==> src/hw/rtl/fcr_pkg.sv <==
// package for the flash controller register block
// shared types, constants and codes; no dependencies
`timescale 1ns / 1ps
`default_nettype none
package fcr_pkg;
    localparam int PagesPerBank = 4;
    localparam int PageBytes    = 2048;
    localparam int DwDepth      = 2048;
    localparam int DwAw         = 11;
    localparam logic [9:0] DW_PER_PAGE = 10'(PageBytes / 8);

    localparam logic [31:0] KEY_FIRST  = 32'h4567_0123;
    localparam logic [31:0] KEY_SECOND = 32'hCDEF_89AB;

    localparam logic [2:0] REQ_REG_RD = 3'd0;
    localparam logic [2:0] REQ_REG_WR = 3'd1;
    localparam logic [2:0] REQ_ARR_WR = 3'd2;
    localparam logic [2:0] REQ_ARR_RD = 3'd3;
    localparam logic [2:0] REQ_TICK   = 3'd4;

    localparam logic [5:0] OFF_KEYR = 6'h08;
    localparam logic [5:0] OFF_SR   = 6'h10;
    localparam logic [5:0] OFF_CR   = 6'h14;

    localparam logic [7:0] F_EOP     = 8'h01;
    localparam logic [7:0] F_PROGERR = 8'h08;
    localparam logic [7:0] F_PGAERR  = 8'h20;
    localparam logic [7:0] F_PGSERR  = 8'h80;
    localparam logic [7:0] ERR_MASK  = 8'hFA;
    localparam logic [7:0] SR_MASK   = 8'hFB;
    localparam logic [11:0] CTRL_MASK = 12'hFFB;

    // commands from controller to datapath
    typedef struct packed {
        logic        load;     // latch request fields, issue array read
        logic        execute;  // commit the item using array read data
        logic        clear;    // erase-state sweep step
        logic [DwAw-1:0] clear_addr;
    } fcr_cmd_t;

    typedef struct packed {
        logic busy;
        logic locked;
    } fcr_status_t;
endpackage
`default_nettype wire

==> src/hw/rtl/fcr_ctrl.sv <==
// controller: clearing sweep, item sequencing and output handshake
// depends on fcr_pkg
`timescale 1ns / 1ps
`default_nettype none
module fcr_ctrl (
    input  wire logic              aclk,
    input  wire logic              aresetn,
    input  wire logic              s_valid,
    output logic                   s_ready,
    output logic                   m_valid,
    input  wire logic              m_ready,
    output fcr_pkg::fcr_cmd_t      cmd
);
    import fcr_pkg::*;

    typedef enum logic [3:0] {
        ST_CLEAR = 4'b0001,
        ST_IDLE  = 4'b0010,
        ST_EXEC  = 4'b0100,
        ST_OUT   = 4'b1000
    } state_t;

    state_t state_reg, state_next;
    logic [DwAw-1:0] clr_reg, clr_next;

    always_comb begin
        state_next = state_reg;
        clr_next   = clr_reg;
        cmd        = '0;
        cmd.clear_addr = clr_reg;
        s_ready    = 1'b0;
        m_valid    = 1'b0;
        case (state_reg)
            ST_CLEAR: begin
                cmd.clear = 1'b1;
                clr_next  = clr_reg + 1'b1;
                if (clr_reg == DwAw'(DwDepth - 1)) state_next = ST_IDLE;
            end
            ST_IDLE: begin
                s_ready  = 1'b1;
                cmd.load = s_valid;
                if (s_valid) state_next = ST_EXEC;
            end
            ST_EXEC: begin
                cmd.execute = 1'b1;
                state_next  = ST_OUT;
            end
            ST_OUT: begin
                m_valid = 1'b1;
                // result register frees as the next item is taken
                s_ready  = m_ready;
                cmd.load = m_ready && s_valid;
                if (m_ready) state_next = s_valid ? ST_EXEC : ST_IDLE;
            end
            default: state_next = ST_CLEAR;
        endcase
    end

    always_ff @(posedge aclk) begin
        if (!aresetn) begin
            state_reg <= ST_CLEAR;
            clr_reg   <= '0;
        end else begin
            state_reg <= state_next;
            clr_reg   <= clr_next;
        end
    end

    assert property (@(posedge aclk) disable iff (!aresetn)
        $onehot({cmd.load && !s_ready, cmd.execute, cmd.clear, 1'b0}) ||
        !(cmd.execute || cmd.clear)) else $error("command overlap");
    assert property (@(posedge aclk) disable iff (!aresetn)
        cmd.execute |=> m_valid) else $error("result not presented");
    assert property (@(posedge aclk) disable iff (!aresetn)
        cmd.clear |-> !s_ready) else $error("accept during clear");
endmodule
`default_nettype wire

==> config.mk <==
export PLATFORM = sky130hd
export DESIGN_NAME = fcr_ctrl
export DESIGN_NICKNAME = d
export VERILOG_FILES = /design/src/hw/rtl/fcr_pkg.sv /design/src/hw/rtl/fcr_ctrl.sv
export SDC_FILE = /design/constraint.sdc
export NUM_CORES = 1
export LEC_CHECK = 0
export CAP_MARGIN = 15
export CORE_MARGIN = 10
export CORE_UTILIZATION = 35
export CTS_CLUSTER_DIAMETER = 50
export DETAILED_ROUTE_END_ITERATION = 6
export DONT_BUFFER_PORTS = 1
export REMOVE_ABC_BUFFERS = 1
export SLEW_MARGIN = 20
export SYNTH_ARGS = -nofsm -noshare
export SYNTH_HDL_FRONTEND = slang
export SYNTH_SLANG_ARGS = --single-unit
==> constraint.sdc <==
create_clock -name aclk -period 3.2 [get_ports aclk]
set_clock_uncertainty 0.1 [all_clocks]
set_input_delay 0.32 -clock aclk [delete_from_list [all_inputs] [get_ports aclk]]
set_output_delay 0.32 -clock aclk [all_outputs]
set_load 0.005 [all_outputs]
Word level (Yosys, flattened, before mapping) --
Index checks and enable logic that the tools add are counted.
Operators by class: eq/ne operators 8, add/subtract/negate cells 1, mux-type cells 10, reductions and logical operators 2
Operators with widths (number):
- $pmux 4 s4 | 1
- $mux 4 | 3
- $add 11x1->11 const B | 1
- $eq 11x11->1 const B | 1
- $ne 2x2->1 const B | 3
- $eq 4x1->1 const B | 1
- $eq 4x2->1 const B | 1
- $eq 4x3->1 const B | 1
- $eq 4x4->1 const B | 1
- $pmux 1 s2 | 2
- $mux 1 | 3
- $mux 3 | 1
- $reduce_and 3->1 | 1
- $logic_and 1x1->1 | 1
Word-level totals: output and inout bits 16, flip-flop bits (word level) 15

Depth between registers and ports, before layout --
depth after elaboration 3, depth in mapped cells 7

Least setup slack after synthesis --
Ideal clock, no wire load.
path type reg2reg, start reg state_reg[0], end reg clr_reg[8], cell stages (with the launch flop) 7, period minus slack after synthesis 1.779 ns, path slack 1.421 ns, buffers on the path 3, arrival 1.608 ns, path through dfxtp_1 -> buf_4 -> or4b_1 -> buf_2 -> buf_2 -> nor4_2 -> mux2i_1
Between the ends: cells in the longest elaborated chain, start to end 1
Ends and longest elaborated chain:
- from (decl) | RTL line fcr_ctrl.sv:23 | state_t state_reg, state_next;
- from (signal assigned) | RTL line fcr_ctrl.sv:64 | state_reg <= state_next;
- $eq 4x1->1 | RTL line fcr_ctrl.sv:33 | case (state_reg)
- to (signal assigned) | RTL line fcr_ctrl.sv:65 | clr_reg <= clr_next;
- to (decl) | RTL line fcr_ctrl.sv:24 | logic [DwAw-1:0] clr_reg, clr_next;
No other way between the ends. A chain may end at the register's enable or synchronous reset.

==> metrics.md <==
| Metric | Value |
|---|---|
| WS Path Type | `register to output port` |
| Initial antenna violation count | `0` |
| Cell taking the most area after synthesis | `dfxtp_1` |
| Root Driver | `clkbuf_4` |
| MaxCap Viol Count | `0` |
| Chip height | `67.3 um` |
| Grt ovf | `0` |
| Number of flops mapped to enable cells by yosys | `0` |
| Final Non-Filler Cells | `119` |
| Hold buffer count at cts | `0` |
| Fmax | `0.462 GHz` |
| Core footprint | `2170 um^2` |
| # rows | `17` |
| Fin nets | `97` |
| Worst setup SP type | `register` |
| Antenna violation net count after detailed routing | `0` |
| Detail Placement HPWL | `1.33 mm` |
| Most frequent cell after synthesis | `dfxtp_1` |
| Max reg flops | `11` |
| Worst Hold Depth | `2` |
| Pin count of the biggest net entering global routing | `17` |
| Num CTS Buffers | `3` |
| # DRC | `0` |
| Pwr dens | `approximately 450 nW/um^2` |
| Worst reg2reg endpoint | `clr_reg[5]` |
| Synth top cells by count | `dfxtp_1, nand2_1, nand2b_1` |
| Routed vias | `669` |
| Synth unique cells | `32` |
| Yosys reg bits | `15` |
| WL/cell | `between 10 and 15 um` |
| Worst-path maximum fanout | `16` |
| Outcome | `complete, no violations` |
| Synthesized area | `just under 800 um^2` |
| Clk pin slew, worst setup/hold paths | `roughly 100 ps` |
| First-pass GRT wire length | `3.00 mm` |
| Initial Utilization | `36.0%` |
| CTS sink count | `15` |
| Cells after DPL | `around 120` |
| Setup crit end kind | `output port` |
| Layout cell share with drive strength beyond 1 | `6.59%` |
| Htree depth | `1` |
| RR Startpoint | `state_reg[0]` |
| Final min period | `2160 ps` |
| Arrival @ worst endpoint | `1740 ps` |
| Vias in the first global route | `664` |
| Worst slew pin tran | `477 ps` |
| Mean Syn Cell Area | `8.59 um^2` |
| Endpoints failing setup | `0` |
| Crit path required time | `2780 ps` |
| Skew-Pair Late Insertion Delay | `280 ps` |
| Hold/Removal Path Class | `primary input to register` |
| Reg2Reg Setup Slack | `1080 ps` |
| Fin. Hold Viols | `0` |
| CTS resizes | `0` |
| Leakage | `0.000249 uW` |
| Area delta synth->final | `5.28%` |
| IO Pins | `20` |
| Max VDD drop | `0.000216 V` |
| Hold Crit Endpoint | `clr_reg[7]` |
| Post-synth ARST share | `0%` |
| Top post-synthesis cells by area | `dfxtp_1, nand2b_1, mux2i_1` |
| Routability-driven placement congestion ratio | `0.711` |
| Setup_tns | `0 ps` |
| CTS tree | `done` |
| Worst hold start | `aresetn` |
| Detailed Routing Iterations Pass 1 | `4` |
| Post-CTS setup buffers | `0` |
| Slew headroom | `about two thirds` |
| GR Util All Layers | `between 8 and 9%` |
| Max clock buf depth | `2` |
| Final WL | `approximately 1.7 mm` |
| Primary FF master, synth | `dfxtp_1` |
| RSZ-0062 raised after global routing | `no` |
| Die Area | `4530 um^2` |
| Final Core Density | `between 30% and 40%` |
| Sequential cell area fraction in the yosys report | `38.4%` |
| Synth warn | `0` |
| Port bufs | `0` |
| Top-area cell type share of the netlist area | `a little under two fifths` |
| Crit path launch | `state_reg[0]` |
| Ant diodes | `0` |
| FF-to-FF path depth | `3` |
| 1st-iter DRT viols | `42` |
| Mean number of vias per cell | `5.62` |
| Post-Synthesis Cells | `between 90 and 100` |
| Die width | `67.3 um` |
| Tcrit/Tclk final | `67.6%` |
| Pins Over Slew Limit | `0` |
## metrics by stage
step	hold WS (ps)	setup slack (ps)	total power, uW	area, um^2
3_3_place_gp	371	1160	270	796
2_1_floorplan	366	1280	258	761
6_report	69.2	1040	373	823
3_5_place_dp	374	1110	270	796
5_1_grt	76.1	894	404	823
4_1_cts	58.7	1010	380	823
## power breakdown
part	switching [uW]	internal, uW	leakage [uW]
registers	16.7	198	0.000121
logic	32.4	18.9	0.000110
clock network	60.8	46.3	0.0000177
total	110	263	0.000249
## cells in the final DEF, fill, tap and decap left out, drive strengths merged, types with 2 or more instances in the layout
| master | instances |
|---|---|
| nor3 | 2 |
| nand3 | 3 |
| nor4 | 4 |
| a21oi | 6 |
| nand4 | 2 |
| nand2b | 9 |
| clkbuf | 3 |
| or4 | 5 |
| nand2 | 10 |
| mux2i | 4 |
| o31ai | 4 |
| dfxtp | 15 |
| inv | 6 |
| o21ai | 2 |
## cells by family after synthesis
| kind of cell | after synthesis | synth area share (%) |
|---|---|---|
| adders and majority gates | 1 | 1.60 |
| xor gates and xnor gates | 1 | 1.12 |
| AOI/OAI and AO/OA | 18 | 15.5 |
| and+or+nand+nor | 42 | 32.6 |
| DFF | 15 | 38.4 |
| buffers and inverters | 10 | 5.60 |
| muxes | 4 | 5.12 |
## per-layer routing
metal  share of wire [%]  global-route usage, %
met4                0.63                   3.08
met1                  43                   9.03
met5                   0                      0
met2                  46                   13.0
met3                  10                   4.63
## critical path, stage by stage (launching register included)
cell,delay [ps]
dfxtp_1,490
or4b_1,720
inv_1,250
## worst max-delay path by stage
stage | endpoint | cells after the start | slack (ps)
after floorplan | clr_reg[5] | 3 | 1280
after global placement | clr_reg[5] | 3 | 1160
after detailed placement | clr_reg[5] | 3 | 1110
after CTS | cmd[11] | 2 | 1010
after global routing | cmd[11] | 2 | 890
final | cmd[11] | 2 | 1040
## area by class of cell
class | count | area (um^2)
clock buffers | 3 | 22.5
fillers | 251 | 1350
flip-flops and latches | 15 | 300
well taps | 28 | 35.0
multi-input cells | 66 | 438
clock inverters | 1 | 5.00
inverters | 6 | 22.5
No activity file was read; power rests on OpenSTA's default activity.
